<file path="config.mk">
export PLATFORM = sky130hd
export DESIGN_NAME = wlb_merge
export DESIGN_NICKNAME = d
export VERILOG_FILES = /design/src/design/wlb_pkg.sv /design/src/design/wlb_merge.sv
export SDC_FILE = /design/constraint.sdc
export NUM_CORES = 1
export LEC_CHECK = 0
export BUFFER_PORTS_ARGS = -buffer_cell sky130_fd_sc_hd__buf_4
export CAP_MARGIN = 20
export CORE_AREA = 5 5 42 44
export CTS_BUF_LIST = sky130_fd_sc_hd__clkbuf_4
export CTS_CLUSTER_SIZE = 24
export DETAILED_ROUTE_END_ITERATION = 8
export DIE_AREA = 0 0 47 49
export SKIP_LAST_GASP = 1
export SLEW_MARGIN = 20
export SYNTH_ARGS = -nofsm -noshare
export SYNTH_HDL_FRONTEND = slang
export SYNTH_SLANG_ARGS = --single-unit
</file>
<file path="constraint.sdc">
create_clock -name clk_i -period 1.38 [get_ports clk_i]
set_input_delay 0.138 -clock clk_i [delete_from_list [all_inputs] [get_ports clk_i]]
set_output_delay 0.138 -clock clk_i [all_outputs]
set_load 0.03 [all_outputs]
</file>
<file path="src/design/wlb_pkg.sv">
`timescale 1ns / 1ps
`default_nettype none
package wlb_pkg;

  localparam int DICT_SIZE = 256;
  localparam int MAX_LEN   = 8;
  localparam int LANES     = 4;
  localparam int ROWS      = DICT_SIZE / LANES;
  localparam int LANE_W    = $clog2(LANES);
  localparam int ROW_W     = $clog2(ROWS);
  localparam int IDX_W     = $clog2(DICT_SIZE);
  localparam int CNT_W     = IDX_W + 1;
  localparam int QDEPTH    = DICT_SIZE + 1;
  localparam int QPTR_W    = $clog2(QDEPTH + 1);
  localparam int STEP_W    = 9;
  localparam int WORD_W    = 64;
  localparam int LEN_W     = 4;

  localparam logic [1:0] CMD_CLEAR = 2'd0;
  localparam logic [1:0] CMD_LOAD  = 2'd1;
  localparam logic [1:0] CMD_QUERY = 2'd2;

  typedef struct packed {
    logic             clr_vis;
    logic             cmp_en;
    logic [ROW_W-1:0] rd_row;
  } lane_ctl_t;

  typedef struct packed {
    logic              vld;
    logic [LANE_W-1:0] lane;
  } merge_out_t;

  function automatic logic [LEN_W-1:0] clamp_len(input logic [LEN_W-1:0] len);
    clamp_len = (len > LEN_W'(MAX_LEN)) ? LEN_W'(MAX_LEN) : len;
  endfunction

  function automatic logic [WORD_W-1:0] mask_word(input logic [WORD_W-1:0] w,
                                                  input logic [LEN_W-1:0]  len);
    logic [WORD_W-1:0] m;
    m = '0;
    for (int i = 0; i < 8; i++) begin
      if (i < int'(len)) begin
        m[8*i +: 8] = 8'hFF;
      end
    end
    mask_word = w & m;
  endfunction

  function automatic logic one_byte_diff(input logic [WORD_W-1:0] a,
                                         input logic [WORD_W-1:0] b);
    logic [WORD_W-1:0] x;
    logic [7:0]        f;
    x = a ^ b;
    for (int i = 0; i < 8; i++) begin
      f[i] = |x[8*i +: 8];
    end
    one_byte_diff = (f != 8'd0) && ((f & (f - 8'd1)) == 8'd0);
  endfunction

endpackage
`default_nettype wire

</file>
<file path="src/design/wlb_merge.sv">
`timescale 1ns / 1ps
`default_nettype none
module wlb_merge (
  input  wire logic                       clk_i,
  input  wire logic                       rst_ni,
  input  wire logic                       load_i,
  input  wire logic [wlb_pkg::LANES-1:0]  hits_i,
  output wlb_pkg::merge_out_t             out_o
);

  logic [wlb_pkg::LANES-1:0] pend_q, pend_d;

  always_comb begin
    out_o.vld  = |pend_q;
    out_o.lane = '0;
    for (int i = wlb_pkg::LANES - 1; i >= 0; i--) begin
      if (pend_q[i]) begin
        out_o.lane = wlb_pkg::LANE_W'(i);
      end
    end
    pend_d = pend_q;
    if (load_i) begin
      pend_d = hits_i;
    end else if (out_o.vld) begin
      pend_d[out_o.lane] = 1'b0;
    end
  end

  always_ff @(posedge clk_i or negedge rst_ni) begin
    if (!rst_ni) begin
      pend_q <= '0;
    end else begin
      pend_q <= pend_d;
    end
  end

endmodule
`default_nettype wire
</file>
==> results.tsv <==
metric	value	unit
final_setup_violations	0	
final_core_util	0.214	
detailedRoute.firstIterationViolations	0	
timing.hold.ws	0.113	ns
cap_violations	0	
largest_register	pend_q	
critPathSlowestCell	sky130_fd_sc_hd__dfrtp_1	
cts_hold_buf	1	
hp-start	hits_i[1]	
cellLeakagePower	0.143	nW
area.growth.synth_to_final	66.7	%
required_time_worst_endpoint	1.24	ns
largest_register_ff_count	4	
most-common-layout-cells	sky130_fd_sc_hd__buf_4 (9), sky130_fd_sc_hd__nand2_1 (5), sky130_fd_sc_hd__dfrtp_1 (4)	
synth_fp_nets	28	
drive_above_1_share	0.353	
initial_utilization	0.129	
port-buffer-count	9	
detailroute.via_count	172	
rr_worst_depth	2	
synth.cell_area	180	um^2
grt_overflow_total	0	
nets	43	
dr.pass1.iters	1	
final_max_slew_viol_count	0	
crit_type	reg2out	
grt_pass1_wl	772	um
viasPerCell	3.44	
worstPathCellList	nand2b_1, a21oi_1, buf_4	
cts_inserted_buffers	3	
max-clock-path-buffers	2	
drt-wirelength-per-cell	8.16	um
fillers	172	
fin_setup_tns	0	ns
crit-reg2reg-capture	pend_q[3]	
detail_route.drc_violations	0	
grt_antenna_before_repair	0	
maxSlewHeadroom	0.855	
hold_path_class	in2reg	
chipWidth	47	um
regToRegStartpoint	pend_q[0]	
fin_crit	1.22	ns
postCtsSetupRepairBufs	0	
total_power	0.349	mW
detailedPlacementHpwl	332	um
worst-path-max-fanout	4	
syn_area_per_cell	8.58	um^2
cts_root_buf	sky130_fd_sc_hd__clkbuf_4	
biggestRegsByFlops	pend_q x4	
synthCells	21	
min_to	pend_q[1]	
min_path_cells	3	
dieArea	2300	um^2
worst-endpoint-arrival	1.08	ns
pre_cts_slack	0.410	ns
worstMarginPinSlew	0.215	ns
fmax	823	MHz
setup_ws	0.165	ns
largest_net_degree_at_the_start_of_global_routing	8	
fin_skew	0.00216	ns
synth_cell_type_count	11	
clock_insertion_delay_worst_skew	0.23	ns
ys_ff_latch	4	
run_status	finished clean	
final-hold-violation-count	0	
ios	10	
insertedDiodeCount	0	
endpoint_kind	primary output	
cts-htree-levels	1	
first_global_vias	204	
cp-start-kind	flip-flop	
globalRouteTotalUtil	0.0515	
vdd_ir_drop_max	0.366	mV
cts_tree	yes	
final.period_utilization	0.881	
core_area	1400	um^2
dieHeight	49	um
grt_setup_unrepaired	false	
timing.critical_path.slowest_cell_delay	0.39	ns
numClockSinks	4	
power_density_over_cell_area	1160	nW/um^2
cts-resized-gates	0	
yosys_warnings	0	
synth_sequential_area_ratio	0.556	
r2r_setup_slack	0.49	ns
drt_wl_total	408	um
place.gp.congestion	0.654	
detail-route-antenna-nets	0	
path_clk_slew	0.04	ns
number_of_core_rows	14	
mostFrequentLayoutCell	sky130_fd_sc_hd__buf_4	
stage by stage:
step / std cells / instance area (um^2)
3_3_place_gp: 46 / 268
5_1_grt: 50 / 300
6_report: 50 / 300
3_5_place_dp: 46 / 268
2_1_floorplan: 21 / 180
4_1_cts: 50 / 300
synth_stat cells:
cell type                  number  share of area
sky130_fd_sc_hd__a21oi_1        1          0.028
sky130_fd_sc_hd__and2_1         1          0.035
sky130_fd_sc_hd__dfrtp_1        4           0.56
sky130_fd_sc_hd__inv_1          1          0.021
sky130_fd_sc_hd__nand2_1        5           0.10
sky130_fd_sc_hd__nand2b_1       1          0.035
sky130_fd_sc_hd__nor2_1         2          0.042
sky130_fd_sc_hd__nor3_1         1          0.028
sky130_fd_sc_hd__o21ai_0        2          0.056
sky130_fd_sc_hd__o21ai_1        2          0.056
sky130_fd_sc_hd__o31ai_1        1          0.042
per-layer routing:
metal	GRT usage	up-vias	part of all wire	routed length (um)
met5	0	-	0	0
met4	0.0553	0	0	0
met3	0.0369	0	0.13	51
met2	0.0543	9	0.40	164
met1	0.0597	66	0.47	193
li1	-	97	-	-
critical path, delay by kind of cell (launching register included):
family,cells,cell delay (ns)
flops,1,0.39
buf+inv,1,0.17
compound gates,1,0.14
simple gates,1,0.15
cells by family after synthesis:
kind of cell / Yosys count / synth area share
AND/OR/NAND/NOR: 10 / 0.243
AO/OA/AOI/OAI: 6 / 0.181
flip-flops: 4 / 0.556
buffers and inverters: 1 / 0.0208
area by class of cell:
type	count	area (um^2)	share of cell area
repair buffers	10	77.6	0.258
flip-flops and latches	4	100	0.333
clock buffers	3	22.5	0.0750
inverters	1	3.75	0.0125
multi-input cells	16	76.3	0.254
well taps	16	20.0	0.0667
how the worst max path moves through the flow:
stage,startpoint,endpoint,slack [ns],cells after the start
after floorplan,pend_q[0],out_o[1],0.12,1
after global placement,pend_q[2],out_o[0],0.41,3
after detailed placement,pend_q[2],out_o[0],0.41,3
after CTS,pend_q[2],out_o[0],0.15,3
after global routing,pend_q[2],out_o[0],0.07,3
final,pend_q[2],out_o[0],0.16,3
report_power, final:
| group | leakage [nW] | switching [mW] | internal (mW) | total, mW |
|---|---|---|---|---|
| sequential | 0.0508 | 0.00842 | 0.126 | 0.135 |
| clock | 0.0138 | 0.0458 | 0.0971 | 0.143 |
| combinational | 0.0788 | 0.0377 | 0.0337 | 0.0713 |
| total | 0.143 | 0.0918 | 0.257 | 0.349 |
Power figures use the tool's default switching activity.
