===== config.mk =====
export PLATFORM = sky130hd
export DESIGN_NAME = wlb_lane
export DESIGN_NICKNAME = d
export VERILOG_FILES = /design/src/design/wlb_pkg.sv /design/src/design/wlb_lane.sv
export SDC_FILE = /design/constraint.sdc
export NUM_CORES = 2
export LEC_CHECK = 0
export ABC_CLOCK_PERIOD_IN_PS = 3100
export BUFFER_PORTS_ARGS = -buffer_cell sky130_fd_sc_hd__buf_2
export CORE_MARGIN = 3
export CORE_UTILIZATION = 30
export DETAILED_ROUTE_END_ITERATION = 12
export SYNTH_ARGS = -nofsm -noshare
export SYNTH_HDL_FRONTEND = slang
export SYNTH_MEMORY_MAX_BITS = 65536
export SYNTH_SLANG_ARGS = --single-unit

===== constraint.sdc =====
create_clock -name clk_i -period 3.1 [get_ports clk_i]
set_input_delay 0.155 -clock clk_i [delete_from_list [all_inputs] [get_ports clk_i]]
set_output_delay 0.155 -clock clk_i [all_outputs]
set_load 0.05 [all_outputs]

===== src/design/wlb_pkg.sv =====
`timescale 1ns / 1ps
`default_nettype none
package wlb_pkg;

  localparam int DICT_SIZE = 256;
  localparam int MAX_LEN   = 8;
  localparam int LANES     = 4;
  localparam int ROWS      = DICT_SIZE / LANES;
  localparam int LANE_W    = $clog2(LANES);
  localparam int ROW_W     = $clog2(ROWS);
  localparam int IDX_W     = $clog2(DICT_SIZE);
  localparam int CNT_W     = IDX_W + 1;
  localparam int QDEPTH    = DICT_SIZE + 1;
  localparam int QPTR_W    = $clog2(QDEPTH + 1);
  localparam int STEP_W    = 9;
  localparam int WORD_W    = 64;
  localparam int LEN_W     = 4;

  localparam logic [1:0] CMD_CLEAR = 2'd0;
  localparam logic [1:0] CMD_LOAD  = 2'd1;
  localparam logic [1:0] CMD_QUERY = 2'd2;

  typedef struct packed {
    logic             clr_vis;
    logic             cmp_en;
    logic [ROW_W-1:0] rd_row;
  } lane_ctl_t;

  typedef struct packed {
    logic              vld;
    logic [LANE_W-1:0] lane;
  } merge_out_t;

  function automatic logic [LEN_W-1:0] clamp_len(input logic [LEN_W-1:0] len);
    clamp_len = (len > LEN_W'(MAX_LEN)) ? LEN_W'(MAX_LEN) : len;
  endfunction

  function automatic logic [WORD_W-1:0] mask_word(input logic [WORD_W-1:0] w,
                                                  input logic [LEN_W-1:0]  len);
    logic [WORD_W-1:0] m;
    m = '0;
    for (int i = 0; i < 8; i++) begin
      if (i < int'(len)) begin
        m[8*i +: 8] = 8'hFF;
      end
    end
    mask_word = w & m;
  endfunction

  function automatic logic one_byte_diff(input logic [WORD_W-1:0] a,
                                         input logic [WORD_W-1:0] b);
    logic [WORD_W-1:0] x;
    logic [7:0]        f;
    x = a ^ b;
    for (int i = 0; i < 8; i++) begin
      f[i] = |x[8*i +: 8];
    end
    one_byte_diff = (f != 8'd0) && ((f & (f - 8'd1)) == 8'd0);
  endfunction

endpackage
`default_nettype wire


===== src/design/wlb_lane.sv =====
`timescale 1ns / 1ps
`default_nettype none
module wlb_lane (
  input  wire logic                        clk_i,
  input  wire logic                        rst_ni,
  input  wire logic                        wr_en_i,
  input  wire logic [wlb_pkg::ROW_W-1:0]   wr_row_i,
  input  wire logic [wlb_pkg::WORD_W-1:0]  wr_word_i,
  input  wire logic [wlb_pkg::LEN_W-1:0]   wr_len_i,
  input  wire wlb_pkg::lane_ctl_t          ctl_i,
  input  wire logic                        in_range_i,
  input  wire logic [wlb_pkg::WORD_W-1:0]  cur_word_i,
  input  wire logic [wlb_pkg::LEN_W-1:0]   cur_len_i,
  output logic [wlb_pkg::WORD_W-1:0]       rd_word_o,
  output logic [wlb_pkg::LEN_W-1:0]        rd_len_o,
  output logic                             hit_o
);

  logic [wlb_pkg::WORD_W-1:0] mem_word [wlb_pkg::ROWS];
  logic [wlb_pkg::LEN_W-1:0]  mem_len  [wlb_pkg::ROWS];
  logic [wlb_pkg::ROWS-1:0]   vis_q;
  logic [wlb_pkg::ROW_W-1:0]  row_q;

  always_ff @(posedge clk_i) begin
    if (wr_en_i) begin
      mem_word[wr_row_i] <= wr_word_i;
      mem_len[wr_row_i]  <= wr_len_i;
    end
    rd_word_o <= mem_word[ctl_i.rd_row];
    rd_len_o  <= mem_len[ctl_i.rd_row];
  end

  assign hit_o = ctl_i.cmp_en && in_range_i && !vis_q[row_q] &&
                 (rd_len_o == cur_len_i) && wlb_pkg::one_byte_diff(rd_word_o, cur_word_i);

  always_ff @(posedge clk_i or negedge rst_ni) begin
    if (!rst_ni) begin
      vis_q <= '0;
      row_q <= '0;
    end else begin
      row_q <= ctl_i.rd_row;
      if (ctl_i.clr_vis) begin
        vis_q <= '0;
      end else if (hit_o) begin
        vis_q[row_q] <= 1'b1;
      end
    end
  end

endmodule
`default_nettype wire


==> results.md <==
- **relative area change from synthesis to final layout** 19.5%
- **Cell Area, Synth** 0.170 sq mm
- **final hold vios** 0
- **number of buffers and inverters on the critical path** 5
- **GRT Total Usage** 16.6%
- **unrepaired setup endpoints after global routing** true
- **Startpoint Class** register
- **placer congestion estimate** 0.760
- **Setup WS post-layout** -1.12 ns
- **dominant cell by count in the synthesized netlist** sky130_fd_sc_hd__edfxtp_1
- **Wirelength per Cell** 31.6 um
- **Final Cycle Share** 136%
- **startpoint-to-endpoint class of the critical path** reg2out
- **syn nets** 6915
- **worst slew pin tran** 1.20 ns
- **PortBufs** 222
- **master of the slowest instance on the critical path** sky130_fd_sc_hd__or4_1
- **fraction of final layout cells sized beyond drive strength 1** 36.6%
- **clock-pin slew of the registers on the worst-case setup and hold paths** 0.06 ns
- **end point of the most critical hold path** mem_word[44][62]
- **iteration-0 DRC count of the detailed router** 10941
- **type of element capturing the critical path** output port
- **CP arrival** 4.07 ns
- **most frequently used flop master after synthesis** sky130_fd_sc_hd__edfxtp_1
- **global route overflow** 0
- **Final setup viols** 65
- **HPWL reported at the end of detailed placement** 280000 um
- **Synth Warn #** 0
- **area of the core region** 0.565 sq mm
- **worst voltage drop across the vdd grid** 508 uV
- **R2R Path End** vis_q[19]
- **floorplan die height** 759 um
- **highest net fanout along the worst path** 3
- **timing-limited maximum frequency** 237 MHz
- **via count of the routed design** 80985
- **Final Slew Violations** 0
- **Worst path top cell family by delay** simple AND/OR/NAND/NOR gates
- **cell count after synthesis** 6761
- **Most Frequent Cell on Critical Path** sky130_fd_sc_hd__buf_12
- **share of flip-flops with an asynchronous set or reset** 1.56%
- **most area-hungry cell type in the Yosys netlist** sky130_fd_sc_hd__edfxtp_1
- **clk sink count** 4490
- **Worst Clk Skew** 0.0982 ns
- **Total Wirelength** 492000 um
- **startpoint of the worst register-to-register path** rd_word_o[4]
- **DRT Pass-1 Iters** 5
- **count of unique library cells instantiated by Yosys** 47
- **# Max-Cap Violations** 0
- **via density per instance** 5.20
- **PD cells** 635 mW/mm^2
- **Leakage** 62.4 nW
- **net count reported at finish** 7816
- **hold-critical path depth** 4
- **maximum clock path buffer count** 4
- **area after detailed placement** 0.187 sq mm
- **max_slew headroom** 19.7%
- **crit path cell chain** xnor2_1 -> buf_4 -> nand4_1 -> buf_12 -> or4_1 -> or3_4 -> a211oi_4 -> o311ai_4 -> buf_12 -> a31oi_4 -> buf_6 -> buf_12
- **required time of the worst setup path** 2.94 ns
- **FP Rows** 276
- **area share of the largest cell type after synthesis** 76.8%
- **via count of the first global-routing pass** 82368
- **initial antenna violation count** 52
- **clock insertion delay at the later pin of the skew report** 1.06 ns
- **Initial Utilization** 30.1%
- **total I/O pin count** 223
- **result of the run** complete, but fails checks
- **first-pass GRT wire length** 680000 um
- **DRC violations left** 0
- **die width** 759 um
- **number of buffers created by CTS** 454
- **Final Critical Period** 4.22 ns
- **top cells by area in the synthesized netlist** sky130_fd_sc_hd__edfxtp_1 77%, sky130_fd_sc_hd__mux4_2 19%, sky130_fd_sc_hd__dfrtp_1 1.0%
- **cell types with the highest counts after synthesis** 4352 x sky130_fd_sc_hd__edfxtp_1, 1433 x sky130_fd_sc_hd__mux4_2, 210 x sky130_fd_sc_hd__clkbuf_1
- **clock tree from TritonCTS** done
- **Min Hold Slack** 0.103 ns
- **FF-to-FF path depth** 15
- **sequential element share of the synthesized area** 78.6%
- **pin count of the biggest net entering global routing** 65
- **startpoint of the tightest hold check path** wr_row_i[4]
- **r2r setup slk** -0.47 ns
- **Final Cell Area** 0.203 sq mm
- **violated checks** negative setup slack
- **final sum of negative setup slack** -20.67 ns
- **buffer cell driving the clock tree root** sky130_fd_sc_hd__clkbuf_16
- **number of flops mapped to enable cells by yosys** 4352
- **post-synthesis average cell area** 25.2 sq um
- **min-delay worst type** in2reg
- **H-tree lvl count** 5
- **total of flip-flops plus latches after synthesis** 4490
- **largest incremental delay on the critical path** 0.52 ns
- **DIE AREA** 0.577 sq mm
- **remaining number of nets flagged by the antenna check after routing** 0
cells by family after synthesis:
group / share of synthesized area (%)
buffers and inverters: 0.981
xor gates and xnor gates: 0.350
and+or+nand+nor: 0.659
DFF: 78.6
AOI/OAI and AO/OA: 0.412
muxes: 19.0
how the worst max path moves through the flow:
stage	cells after the start	start	end	slack, ns
2_1_floorplan	4	wr_row_i[3]	mem_len[2][0]	-1.10
3_3_place_gp	10	rd_word_o[8]	hit_o	-0.75
3_5_place_dp	10	rd_word_o[9]	vis_q[31]	-0.82
4_1_cts	11	rd_word_o[8]	hit_o	-1.58
5_1_grt	11	rd_word_o[11]	hit_o	-1.41
6_report	12	rd_word_o[4]	hit_o	-1.12
layer usage:
layer | routed length, um | GRT usage (%)
met5 | 123 | 0
met4 | 13500 | 4.18
met3 | 37100 | 2.53
met2 | 248000 | 28.4
met1 | 193000 | 22.4
layout by cell type, fill, tap and decap left out, types with 16 or more instances in the layout:
cell type                       count
sky130_fd_sc_hd__edfxtp_1        4352
sky130_fd_sc_hd__clkinv_2          88
sky130_fd_sc_hd__mux4_2          1433
sky130_fd_sc_hd__clkbuf_16        463
sky130_fd_sc_hd__clkinv_1          98
sky130_fd_sc_hd__buf_2            215
sky130_fd_sc_hd__nand4_1           20
sky130_fd_sc_hd__buf_4            222
sky130_fd_sc_hd__o22ai_4           24
sky130_fd_sc_hd__bufinv_16         41
sky130_fd_sc_hd__nand2_1           78
sky130_fd_sc_hd__nand3_1           16
sky130_fd_sc_hd__clkbuf_1          93
sky130_fd_sc_hd__xnor2_1           64
sky130_fd_sc_hd__dfrtp_1           70
sky130_fd_sc_hd__inv_1             58
sky130_fd_sc_hd__nor2_4            64
sky130_fd_sc_hd__o22ai_2           30
sky130_fd_sc_hd__dlygate4sd3_1     87
sky130_fd_sc_hd__dfxtp_1           64
sky130_fd_sc_hd__diode_2           23
sky130_fd_sc_hd__buf_12           259
area by class of cell:
type / instances / area, sq um
multi-input combinational: 1859 / 36000
sequential: 4490 / 134000
inverter: 58 / 218
timing repair buffer: 799 / 9110
clock inverter: 283 / 2890
antenna: 23 / 57.6
tap: 7506 / 9390
clock buffer: 564 / 12000
fill: 50489 / 362000
sequential cells by signal, indices dropped and copies added, names as in the netlist:
signal     count
mem_len      256
mem_word    4096
rd_len_o       4
rd_word_o     64
row_q          6
vis_q         64
worst min-delay path, stage by stage:
cell and delay, ns:
sky130_fd_sc_hd__buf_2 0.19, sky130_fd_sc_hd__nand3b_1 0.13, sky130_fd_sc_hd__buf_4 0.26, sky130_fd_sc_hd__nor2_4 0.14
where the power goes:
group / leakage, nW / internal [W] / switching [W] / total (W)
registers: 40.7 / 0.0671 / 0.000261 / 0.0674
logic: 14.5 / 0.00294 / 0.00413 / 0.00707
clock network: 7.24 / 0.0310 / 0.0237 / 0.0546
metrics by stage:
step | std cells | util (%) | total power [W] | setup WS [ns]
floorplan | 6761 | - | 0.0725 | -1.10
finish | 15582 | 36.0 | 0.129 | -1.12
global route | 15577 | 36.0 | 0.133 | -1.41
global placement | 14608 | 33.0 | 0.0756 | -0.748
CTS | 15550 | 35.9 | 0.130 | -1.58
detailed placement | 14608 | 33.0 | 0.0757 | -0.822
what timing repair did:
| item | CTS | global route |
|---|---|---|
| setup endpoints to repair | 65 | 65 |
| gates resized for setup | 77 | 60 |
| hold endpoints to repair | 4499 | 0 |
| buffers inserted | 4 | 8 |
| hold buffers | 88 | 0 |
| cloned | 3 | 5 |
| pin swaps | 8 | 38 |
Power figures use the tool's default switching activity.
